`src/design/fpbp_pkg.sv`:
```
// Shared types and constants for the fit-policy block placer.
// No dependencies; imported by every module of the block.
package fpbp_pkg;

	localparam int BLOCKS_DEF     = 16;
	localparam int SIZE_BITS_DEF  = 32;
	localparam int BLOCK_INDEX_W  = 4;
	localparam int SPACE_LEFT_W   = 32;
	localparam int COUNT_W        = 5;
	localparam int MODE_W         = 2;
	localparam int CFG_INDEX_W    = 1;
	localparam int CFG_DATA_W     = 5;
	localparam logic [COUNT_W-1:0] COUNT_RESET = COUNT_W'(16);

	typedef enum logic [MODE_W-1:0] {
		MODE_FIRST = 2'd0,
		MODE_BEST  = 2'd1,
		MODE_WORST = 2'd2,
		MODE_NEXT  = 2'd3
	} mode_t;

	typedef enum logic {
		CMD_LOAD  = 1'b0,
		CMD_PLACE = 1'b1
	} cmd_code_t;

	typedef enum logic [CFG_INDEX_W-1:0] {
		REG_MODE  = 1'b0,
		REG_COUNT = 1'b1
	} reg_index_t;

	// controller -> datapath
	typedef struct packed {
		logic capture;  // latch the command beat, arm the scan
		logic load;     // write a block size, emit result
		logic scan;     // issue one table read
		logic finish;   // commit placement, emit result
	} ctrl_cmd_t;

	// datapath -> controller
	typedef struct packed {
		logic cnt_zero;
		logic scan_last;
	} dp_status_t;

endpackage

```
`src/design/fpbp_ctrl.sv`:
```
// Sequencing FSM of the fit-policy block placer.
// Depends on fpbp_pkg; drives fpbp_datapath through ctrl_cmd_t.
module fpbp_ctrl (
	input  logic                   clk,
	input  logic                   arst_n,
	input  logic                   start,
	input  logic                   command,
	input  fpbp_pkg::dp_status_t   status,
	output logic                   busy,
	output fpbp_pkg::ctrl_cmd_t    cmd
);
	import fpbp_pkg::*;

	typedef enum logic [4:0] {
		S_IDLE   = 5'b00001,
		S_LOAD   = 5'b00010,
		S_SCAN   = 5'b00100,
		S_WAIT   = 5'b01000,
		S_UPDATE = 5'b10000
	} state_t;

	state_t state_q, state_d;

	always_comb begin
		state_d     = state_q;
		cmd         = '0;
		case (state_q)
			S_IDLE: begin
				if (start) begin
					cmd.capture = 1'b1;
					if (command == CMD_LOAD)
						state_d = S_LOAD;
					else if (status.cnt_zero)
						state_d = S_UPDATE;
					else
						state_d = S_SCAN;
				end
			end
			S_LOAD: begin
				cmd.load = 1'b1;
				state_d  = S_IDLE;
			end
			S_SCAN: begin
				cmd.scan = 1'b1;
				if (status.scan_last)
					state_d = S_WAIT;
			end
			S_WAIT: begin
				// last read's compare lands here
				state_d = S_UPDATE;
			end
			S_UPDATE: begin
				cmd.finish = 1'b1;
				state_d    = S_IDLE;
			end
			default: begin
				state_d = S_IDLE;
			end
		endcase
	end

	always_ff @(posedge clk or negedge arst_n) begin
		if (!arst_n)
			state_q <= S_IDLE;
		else
			state_q <= state_d;
	end

	assign busy = (state_q != S_IDLE);

	a_accept_busy: assert property (@(posedge clk) disable iff (!arst_n)
		(start && !busy) |=> busy)
		else $error("accepted beat did not raise busy");

endmodule

```
`src/design/fpbp_datapath.sv`:
```
// Space table, scan pointer, fit comparator and result registers.
// Depends on fpbp_pkg; sequenced by fpbp_ctrl.
module fpbp_datapath #(
	parameter int BLOCKS    = fpbp_pkg::BLOCKS_DEF,
	parameter int SIZE_BITS = fpbp_pkg::SIZE_BITS_DEF
) (
	input  logic                                 clk,
	input  logic                                 arst_n,
	input  fpbp_pkg::ctrl_cmd_t                  cmd,
	output fpbp_pkg::dp_status_t                 status,
	input  logic [fpbp_pkg::BLOCK_INDEX_W-1:0]   block_index,
	input  logic [SIZE_BITS-1:0]                 size,
	input  fpbp_pkg::mode_t                      mode,
	input  logic [fpbp_pkg::COUNT_W-1:0]         count,
	output logic                                 done,
	output logic                                 placed,
	output logic [fpbp_pkg::BLOCK_INDEX_W-1:0]   chosen_block,
	output logic [fpbp_pkg::SPACE_LEFT_W-1:0]    space_left
);
	import fpbp_pkg::*;

	localparam int IDX_W = (BLOCKS > 1) ? $clog2(BLOCKS) : 1;
	localparam int CNT_W = $clog2(BLOCKS + 1);

	logic [SIZE_BITS-1:0]     mem [BLOCKS];

	logic [BLOCK_INDEX_W-1:0] idx_q;
	logic [SIZE_BITS-1:0]     size_q;
	logic [IDX_W-1:0]         rover_q;
	logic [IDX_W-1:0]         pos_q;
	logic [CNT_W-1:0]         j_q;
	logic                     found_q;
	logic [IDX_W-1:0]         pick_q;
	logic [SIZE_BITS-1:0]     best_q;
	logic                     done_q;

	logic                     valid_s1;
	logic [IDX_W-1:0]         idx_s1;
	logic [SIZE_BITS-1:0]     rd_data_s1;

	logic [CNT_W-1:0]         cnt;
	logic [IDX_W-1:0]         start_pos;
	logic [IDX_W-1:0]         next_pos;
	logic                     in_table;
	logic                     fits;
	logic                     take;
	logic [SIZE_BITS-1:0]     new_space;
	logic                     wr_en;
	logic [IDX_W-1:0]         wr_addr;
	logic [SIZE_BITS-1:0]     wr_data;

	// effective block count, clipped to the table
	assign cnt = (32'(count) > 32'(BLOCKS)) ? CNT_W'(BLOCKS) : CNT_W'(count);

	assign status.cnt_zero  = (count == '0);
	assign status.scan_last = (32'(j_q) + 32'd1 == 32'(cnt));

	assign start_pos = ((mode == MODE_NEXT) && (32'(rover_q) < 32'(cnt))) ? rover_q : '0;
	assign next_pos  = (32'(pos_q) + 32'd1 >= 32'(cnt)) ? '0 : pos_q + 1'b1;

	assign in_table  = (32'(idx_q) < 32'(BLOCKS));

	// fit test and policy compare on the returning read
	assign fits = (rd_data_s1 >= size_q);
	assign take = fits && (!found_q
		|| ((mode == MODE_BEST)  && (rd_data_s1 < best_q))
		|| ((mode == MODE_WORST) && (rd_data_s1 > best_q)));

	assign new_space = best_q - size_q;

	always_comb begin
		wr_en   = 1'b0;
		wr_addr = pick_q;
		wr_data = new_space;
		if (cmd.load) begin
			wr_en   = in_table;
			wr_addr = IDX_W'(idx_q);
			wr_data = size_q;
		end else if (cmd.finish) begin
			wr_en   = found_q;
		end
	end

	// space table: one write, one registered read
	always_ff @(posedge clk) begin
		if (wr_en)
			mem[wr_addr] <= wr_data;
		if (cmd.scan)
			rd_data_s1 <= mem[pos_q];
	end

	always_ff @(posedge clk) begin
		if (cmd.capture) begin
			idx_q  <= block_index;
			size_q <= size;
		end
		if (cmd.scan)
			idx_s1 <= pos_q;
		if (valid_s1 && take) begin
			pick_q <= idx_s1;
			best_q <= rd_data_s1;
		end
		if (cmd.load) begin
			placed       <= 1'b0;
			chosen_block <= idx_q;
			space_left   <= in_table ? SPACE_LEFT_W'(size_q) : '0;
		end else if (cmd.finish) begin
			placed       <= found_q;
			chosen_block <= found_q ? BLOCK_INDEX_W'(pick_q) : '0;
			space_left   <= found_q ? SPACE_LEFT_W'(new_space) : '0;
		end
	end

	always_ff @(posedge clk or negedge arst_n) begin
		if (!arst_n) begin
			rover_q  <= '0;
			pos_q    <= '0;
			j_q      <= '0;
			found_q  <= 1'b0;
			valid_s1 <= 1'b0;
			done_q   <= 1'b0;
		end else begin
			valid_s1 <= cmd.scan;
			done_q   <= cmd.load || cmd.finish;
			if (cmd.capture) begin
				pos_q   <= start_pos;
				j_q     <= '0;
				found_q <= 1'b0;
			end else if (cmd.scan) begin
				pos_q <= next_pos;
				j_q   <= j_q + 1'b1;
			end
			if (valid_s1 && fits)
				found_q <= 1'b1;
			if (cmd.load)
				rover_q <= '0;
			else if (cmd.finish && found_q && (mode == MODE_NEXT))
				rover_q <= pick_q;
		end
	end

	assign done = done_q;

	a_done_follows: assert property (@(posedge clk) disable iff (!arst_n)
		(cmd.load || cmd.finish) |=> done)
		else $error("result strobe missing");

	a_scan_bound: assert property (@(posedge clk) disable iff (!arst_n)
		cmd.scan |-> (32'(j_q) < 32'(cnt)))
		else $error("scan ran past block count");

	a_rover_range: assert property (@(posedge clk) disable iff (!arst_n)
		32'(rover_q) < 32'(BLOCKS))
		else $error("rover outside table");

endmodule

```
`src/design/fit_policy_block_placer.sv`:
```
// Top level of the fit-policy block placer: config registers, FSM, datapath.
// Depends on fpbp_pkg, fpbp_ctrl and fpbp_datapath.
//
//  channel   | handshake              | beat contents
//  ----------+------------------------+-----------------------------------
//  command   | start / busy           | command, block_index, size
//  result    | done (strobe, 1 cycle) | placed, chosen_block, space_left
//  config    | cfg_valid / cfg_ready  | cfg_index, cfg_data
//
// A load beat passes through S_LOAD and back to idle; its result strobes in
// the cycle that busy falls. A place beat makes one table read per block in
// use (at most BLOCKS) through the single read port, then a state for the last
// compare and one to write back; with no block in use it skips to the write-back.
// Reset: mode first fit, count 16, rover 0; table contents unknown until loaded.
// The result is presented once and cannot be held off; the next command may be
// accepted in the same cycle as the strobe.
module fit_policy_block_placer #(
	parameter int BLOCKS    = fpbp_pkg::BLOCKS_DEF,
	parameter int SIZE_BITS = fpbp_pkg::SIZE_BITS_DEF
) (
	input  logic                                 clk,
	input  logic                                 arst_n,
	// command beat
	input  logic                                 start,
	output logic                                 busy,
	input  logic                                 command,
	input  logic [fpbp_pkg::BLOCK_INDEX_W-1:0]   block_index,
	input  logic [SIZE_BITS-1:0]                 size,
	// result beat
	output logic                                 done,
	output logic                                 placed,
	output logic [fpbp_pkg::BLOCK_INDEX_W-1:0]   chosen_block,
	output logic [fpbp_pkg::SPACE_LEFT_W-1:0]    space_left,
	// config write
	input  logic                                 cfg_valid,
	output logic                                 cfg_ready,
	input  logic [fpbp_pkg::CFG_INDEX_W-1:0]     cfg_index,
	input  logic [fpbp_pkg::CFG_DATA_W-1:0]      cfg_data
);
	import fpbp_pkg::*;

	mode_t              mode_q;
	logic [COUNT_W-1:0] count_q;
	ctrl_cmd_t          cmd;
	dp_status_t         status;

	// config is always writable; it is to be written only while idle, which the block does not enforce
	assign cfg_ready = 1'b1;

	always_ff @(posedge clk or negedge arst_n) begin
		if (!arst_n) begin
			mode_q  <= MODE_FIRST;
			count_q <= COUNT_RESET;
		end else if (cfg_valid && cfg_ready) begin
			case (reg_index_t'(cfg_index))
				REG_MODE:  mode_q  <= mode_t'(cfg_data[MODE_W-1:0]);
				REG_COUNT: count_q <= cfg_data[COUNT_W-1:0];
				default: ;
			endcase
		end
	end

	fpbp_ctrl u_ctrl (
		.clk     (clk),
		.arst_n  (arst_n),
		.start   (start),
		.command (command),
		.status  (status),
		.busy    (busy),
		.cmd     (cmd)
	);

	fpbp_datapath #(
		.BLOCKS    (BLOCKS),
		.SIZE_BITS (SIZE_BITS)
	) u_datapath (
		.clk          (clk),
		.arst_n       (arst_n),
		.cmd          (cmd),
		.status       (status),
		.block_index  (block_index),
		.size         (size),
		.mode         (mode_q),
		.count        (count_q),
		.done         (done),
		.placed       (placed),
		.chosen_block (chosen_block),
		.space_left   (space_left)
	);

endmodule

```
`config.mk`:
```
export PLATFORM = sky130hd
export DESIGN_NAME = fit_policy_block_placer
export DESIGN_NICKNAME = d
export VERILOG_FILES = /design/src/design/fpbp_pkg.sv /design/src/design/fpbp_ctrl.sv /design/src/design/fpbp_datapath.sv /design/src/design/fit_policy_block_placer.sv
export SDC_FILE = /design/constraint.sdc
export NUM_CORES = 1
export LEC_CHECK = 0
export BUFFER_PORTS_ARGS = -buffer_cell sky130_fd_sc_hd__buf_2
export CORE_MARGIN = 5
export CORE_UTILIZATION = 45
export CTS_CLUSTER_SIZE = 14
export DETAILED_ROUTE_END_ITERATION = 6
export GPL_TIMING_DRIVEN = 0
export HOLD_SLACK_MARGIN = 0.06
export MAX_ROUTING_LAYER = met4
export SLEW_MARGIN = 20
export SYNTH_ARGS = -nofsm -noshare
export SYNTH_HDL_FRONTEND = slang
export SYNTH_SLANG_ARGS = --single-unit
```
`constraint.sdc`:
```
create_clock -name clk -period 4.1 [get_ports clk]
set_input_delay 0.205 -clock clk [delete_from_list [all_inputs] [get_ports clk]]
set_output_delay 0.205 -clock clk [all_outputs]
set_load 0.05 [all_outputs]
```
==> results_dict.tcl, run 1 <==
set metrics [dict create \
    status "completed" \
    clk_pin_slew_ps 60 \
    cts.sinks 685 \
    die_h_um 266.5 \
    ys_seq_area_share_pct 68.99 \
    p_leak_uw 0.01204 \
    rows 94 \
    final_net_count 2273 \
    wl_per_cell_um 25.66 \
    first_global_vias 17720 \
    core-area_mm2 0.06551 \
    via_per_inst 5.709 \
    syn_nets 2038 \
    synth_cell_type_count 78 \
    vias 17354 \
    ys_warn_count 0 \
    worst-path-buf-inv 1 \
    ios 87 \
    drcViolationCount 0 \
    fin_skew_ps 27.73 \
    synth_largest_area_cell "edfxtp_1" \
    initial_utilization_pct 45.19 \
    critPathArrivalTime_ps 4310 \
    maxCapViolCount 0 \
    end_kind "flop" \
    seqPwrFrac_pct 43.1 \
    dpl.cell_count 2861 \
    synth_top_area_share_pct 66.54 \
    cts_root_buffer "clkbuf_16" \
    hold_class "in2reg" \
    grtUsageTotal_pct 22.52 \
    ys_top_cells_by_area "edfxtp_1, mux4_2, ha_1" \
    path_depth 11 \
    crit_start "u_datapath.size_q[11]" \
    p_int_uw 14600 \
    fin_cells 3040 \
    dieWidth_um 266.5 \
    io_buffers 85 \
    p_total_uw 21750 \
    drtIter0Drc 1603 \
    worst_slew_pin_slew_ps 1126 \
    wirelength_um 77990 \
    synth_seq_cells 685 \
    grt_pass1_wl_um 114300 \
    final_area_mm2 0.03456 \
    hold_viol_final 0 \
    place.detailed.hpwl_um 53960 \
    max_freq_ghz 0.2585 \
    gr-total-overflow 0 \
    final_common_cell "edfxtp_1" \
    rrSetupSlack_ps 230 \
    grt_max_degree 34 \
    clkLatencyLatePin_ps 620 \
    syn_area_mm2 0.02960 \
    reg2reg_depth 11 \
    min_period_over_period_pct 94.37 \
    fin_util_pct 52.76 \
    relSlewSlack_pct 24.90 \
    p_clk_share_pct 29.2 \
    finalSetupViolations 0 \
    drv_slew 0 \
    switching_power_uw 7149 \
    placedInstanceArea_mm2 0.03179 \
    synthToLayoutAreaGrowth_pct 16.76 \
    critPathMaxFanout 17 \
    combPwrFrac_pct 27.7 \
    setup.worst_path.end "u_datapath.space_left[23]" \
    synth_area_per_cell_um2 15.70 \
    crit_path_start_kind "flop" \
    powerDensity_mw_per_mm2 629.2 \
    crit_type "reg2reg" \
    period_minus_slack_ps 3869 \
    gp_congestion 0.9102 \
    ant_nets 0 \
    cp_slowest_cell "a21oi_2" \
    cts_made_buffers 75 \
    ys.flop_type "edfxtp_1" \
    cp_top_family "compound AO/OA/AOI/OAI gates" \
    cts_tree "done" \
    place_ws_ps -245.9 \
    switching_share_pct 32.87 \
    synth-async-reset-ratio_pct 4.088 \
    crit_top_cell "a21oi_2" \
    synth_edf_count 656 \
    antenna_found_initial 5 \
    path_cells "inv_1, ha_1, nand2_1, or4_1, a21oi_2, o31ai_2, a211oi_2, nor2_1, xor2_1, a21oi_2, nor2b_1" \
    drtPass1Iterations 5 \
    setup_ws_ps 231.0 \
    timing.rr.start "u_datapath.size_q[11]" \
    crit_required_ps 4540 \
    rsz0062_at_grt "true" \
    layout_common_cells "edfxtp_1, nand2_1, mux2i_1, ha_1, o21ai_0" \
    drive_gt1_share_pct 18.07 \
    reg2reg_to "u_datapath.space_left[23]" \
    irDropWorstVdd_mv 0.3052 \
    cts_max_level 3 \
    slowest_delay_ps 760 \
    die-area_mm2 0.07101 \
    clk_path_buf_depth 3 \
    synthesis.instances 1885 \
]
## per-layer routing
layer	GRT usage [%]	routed length, um
met1	29.73	32930
met5	-	0
met3	3.982	5121
met2	35.97	37620
met4	7.221	2322
## stage by stage
step                TNS, ps  hold WS (ps)
finish                    0         108.9
global placement    -570950         266.6
CTS                       0         87.37
floorplan                 0        -90.59
detailed placement    -4734         282.6
global route         -28.74         114.8
## power groups by stage
stage | Clock (uW) | Sequential, uW | Combinational (uW)
2_1_floorplan | 0 | 9560 | 3410
6_report | 6360 | 9370 | 6020
5_1_grt | 6780 | 9410 | 6510
4_1_cts | 6460 | 9370 | 5980
3_5_place_dp | 0 | 9510 | 5900
3_3_place_gp | 0 | 9570 | 5550
## timing repair
| action | in CTS | in global routing |
|---|---|---|
| hold buffers | 47 | 0 |
| pin swaps | 0 | 0 |
| endpoints found under the setup margin | 20 | 16 |
| cloned | 0 | 0 |
| setup buffers | 0 | 0 |
| resized for setup | 2 | 1 |
| endpoints found under the hold margin | 76 | 0 |
## cell families (layout without fill, tap and decap cells)
group / Yosys count / in the layout / synth area share, %
AO/OA/AOI/OAI: 384 / 384 / 8.267
other: 1 / 2 / 0.01267
multiplexers: 209 / 209 / 9.920
XOR/XNOR: 33 / 33 / 0.9763
adder cells (fa/ha/maj): 106 / 106 / 4.505
AND/OR/NAND/NOR: 307 / 307 / 5.013
buffers and inverters: 160 / 450 / 2.320
flip-flops: 685 / 685 / 68.99
## worst min path at each step
stage,start,end,slack (ps),cells past startpoint
6_report,cfg_valid,count_q[3],110,3
5_1_grt,cfg_valid,count_q[4],110,3
4_1_cts,cfg_valid,count_q[3],90,3
3_5_place_dp,arst_n,mode_q[1],280,1
3_3_place_gp,arst_n,u_datapath.done,270,1
2_1_floorplan,arst_n,count_q[0],-90,0
## flip-flops by register name, summed over array words and instances, names as in the netlist
name	flops
u_datapath.space_left	32
u_ctrl.state_q	5
u_datapath.idx_s1	4
u_datapath.mem	512
count_q	5
u_datapath.j_q	5
u_datapath.pos_q	4
u_datapath.found_q	1
u_datapath.best_q	32
u_datapath.rd_data_s1	32
mode_q	2
u_datapath.chosen_block	4
u_datapath.placed	1
u_datapath.idx_q	4
u_datapath.valid_s1	1
u_datapath.pick_q	4
u_datapath.rover_q	4
u_datapath.size_q	32
u_datapath.done	1
## final cells by class
cell class | instances | area (um2)
Clock buffer | 91 | 1937
Inverter | 82 | 307.8
Antenna cell | 1 | 2.502
Timing Repair Buffer | 159 | 1406
Tap cell | 864 | 1081
Sequential cell | 685 | 20420
Clock inverter | 41 | 349.1
Fill cell | 5281 | 30950
Multi-Input combinational cell | 1040 | 8676
Buffer | 77 | 382.9
## worst register-to-register path: stages, from the launching register on
cell and delay [ps]:
edfxtp_1 380, inv_1 100, ha_1 400, nand2_1 110, or4_1 530, a21oi_2 150, o31ai_2 130, a211oi_2 550
nor2_1 190, xor2_1 190, a21oi_2 760, nor2b_1 220
## Yosys cell counts (34+ instances only)
cell,n
a21o_1,35
a21oi_1,95
a22oi_1,34
clkbuf_1,51
edfxtp_1,656
ha_1,105
inv_1,82
mux2_2,35
mux2i_1,110
mux4_2,64
nand2_1,125
nor2_1,49
o21ai_0,107
No activity file was read; power rests on OpenSTA's default activity.
==> run 2, diff against run 1 <==
- clock period: 4.1 -> 3.5 ns (I/O delays scaled with it)
==> results_dict.tcl, run 2 (synthesized netlist as in run 1, its figures left out) <==
set metrics [dict create \
    initial_utilization_pct 45.19 \
    cts_max_level 3 \
    path_cells "ha_1, inv_1, fa_2, a21o_1, a21oi_4, o21ai_2, a221oi_4, o311a_1, buf_4, nor3_2, a21oi_1, xnor2_1, mux2_4" \
    die-area_mm2 0.07101 \
    crit_type "reg2reg" \
    worst-path-buf-inv 2 \
    synthToLayoutAreaGrowth_pct 19.07 \
    clkLatencyLatePin_ps 610 \
    end_kind "flop" \
    dpl.cell_count 2864 \
    drtPass1Iterations 7 \
    drtIter0Drc 1757 \
    crit_path_start_kind "flop" \
    cts_root_buffer "clkbuf_16" \
    rows 94 \
    switching_power_uw 8561 \
    grt_max_degree 34 \
    rsz0062_at_grt "true" \
    irDropWorstVdd_mv 0.3497 \
    worst_slew_pin_slew_ps 1181 \
    p_leak_uw 0.01234 \
    status "completed" \
    gp_congestion 0.8960 \
    grtUsageTotal_pct 22.49 \
    clk_path_buf_depth 3 \
    combPwrFrac_pct 29.3 \
    maxCapViolCount 0 \
    seqPwrFrac_pct 42.3 \
    first_global_vias 17837 \
    drcViolationCount 0 \
    via_per_inst 5.773 \
    drive_gt1_share_pct 20.48 \
    final_net_count 2295 \
    layout_common_cells "edfxtp_1, nand2_1, mux2i_1, ha_1, o21ai_0" \
    cp_top_family "compound AO/OA/AOI/OAI gates" \
    n_fill_cell 5201 \
    largest_reg_flops 512 \
    fin_util_pct 53.81 \
    crit_required_ps 3820 \
    cts_tree "done" \
    die_h_um 266.5 \
    io_buffers 85 \
    max_freq_ghz 0.2927 \
    largest_register "u_datapath.mem" \
    gr-total-overflow 0 \
    period_minus_slack_ps 3417 \
    ant_nets 0 \
    grt_pass1_wl_um 115100 \
    powerDensity_mw_per_mm2 737.2 \
    core-area_mm2 0.06551 \
    hold_viol_final 0 \
    fin_cells 3062 \
    hold_class "in2reg" \
    cts_made_buffers 73 \
    slowest_delay_ps 450 \
    switching_share_pct 32.95 \
    antenna_found_initial 7 \
    p_clk_share_pct 28.4 \
    p_int_uw 17420 \
    ios 87 \
    critPathArrivalTime_ps 3730 \
    wirelength_um 79310 \
    vias 17677 \
    drv_slew 0 \
    place.detailed.hpwl_um 54520 \
    cts.sinks 685 \
    final_common_cell "edfxtp_1" \
    cp_slowest_cell "edfxtp_1" \
    min_period_over_period_pct 97.63 \
    wl_per_cell_um 25.90 \
    clk_pin_slew_ps 60 \
    dieWidth_um 266.5 \
    critPathMaxFanout 16 \
    p_total_uw 25990 \
    fin_skew_ps 16.96 \
    relSlewSlack_pct 21.27 \
    finalSetupViolations 0 \
]
-- run 2: cell types whose count changed in the layout (fill, tap and decap cells not counted), sizes merged, moves of 2 or more --
cell / delta
buf: +20
clkinv: +8
clkbuf: -5
clkinvlp: -3
dlygate4sd3: +2
inv: -2
mux2: +2
-- run 2: what timing repair did --
action / 4_1_cts / 5_1_grt
endpoints found under the setup margin: 763 / 281
setup buffers: 7 / 10
hold buffers: 49 / 0
endpoints found under the hold margin: 76 / 0
cloned: 0 / 2
pin swaps: 5 / 8
gates resized for setup: 39 / 29
-- run 2: path summary, 6_finish.rpt --
path | start | to | slack, ps | depth (start not counted)
setup / recovery | u_datapath.size_q[0] | u_datapath.mem[7][26] | 80 | 13
max in group asynchronous | arst_n | u_datapath.rover_q[2] | 2910 | 2
hold / removal | cfg_index | count_q[0] | 90 | 3
hold reg to reg | u_datapath.idx_s1[3] | u_datapath.pick_q[3] | 420 | 0
min in group asynchronous | arst_n | u_datapath.done | 150 | 2
setup reg to reg | u_datapath.size_q[0] | u_datapath.mem[7][26] | 80 | 13
-- run 2: power by group through the flow --
stage | sequential (uW) | combinational [uW] | clock (uW)
6_report | 11000 | 7620 | 7390
5_1_grt | 11000 | 8190 | 7890
4_1_cts | 11000 | 7290 | 7510
3_5_place_dp | 11100 | 6940 | 0
3_3_place_gp | 11200 | 6500 | 0
2_1_floorplan | 11200 | 4000 | 0
-- run 2: worst min-delay path: stages --
cell and delay, ps:
buf_2 100, nand2_1 190, mux2_2 190
-- run 2: final cells by class --
| type | count | area [um2] | share of cell area, % |
|---|---|---|---|
| diodes | 1 | 2.502 | 0.007099 |
| plain buffers | 77 | 405.4 | 1.150 |
| clock buffers | 87 | 1962 | 5.566 |
| clock inverters | 43 | 331.6 | 0.9407 |
| inverters | 82 | 307.8 | 0.8732 |
| multi-input cells | 1042 | 8979 | 25.47 |
| flip-flops and latches | 685 | 20420 | 57.94 |
| well taps | 864 | 1081 | 3.067 |
| repair buffers | 181 | 1758 | 4.987 |
-- run 2: metal layers --
metal | track usage, % | routed length, um
met1 | 29.70 | 33480
met2 | 37.14 | 38980
met3 | 3.143 | 4901
met4 | 5.983 | 1950
met5 | - | 0
-- run 2: per-stage QoR --
step	TNS [ps]	setup WS, ps	hold WS, ps	instance area, um2
floorplan	0	25.23	-120.6	29610
global placement	-1103650	-2678	231.2	31120
detailed placement	-313510	-1093	249.3	31910
CTS	0	4.794	65.37	34960
global route	-78.46	-7.766	125.9	35250
finish	0	82.99	87.48	35250
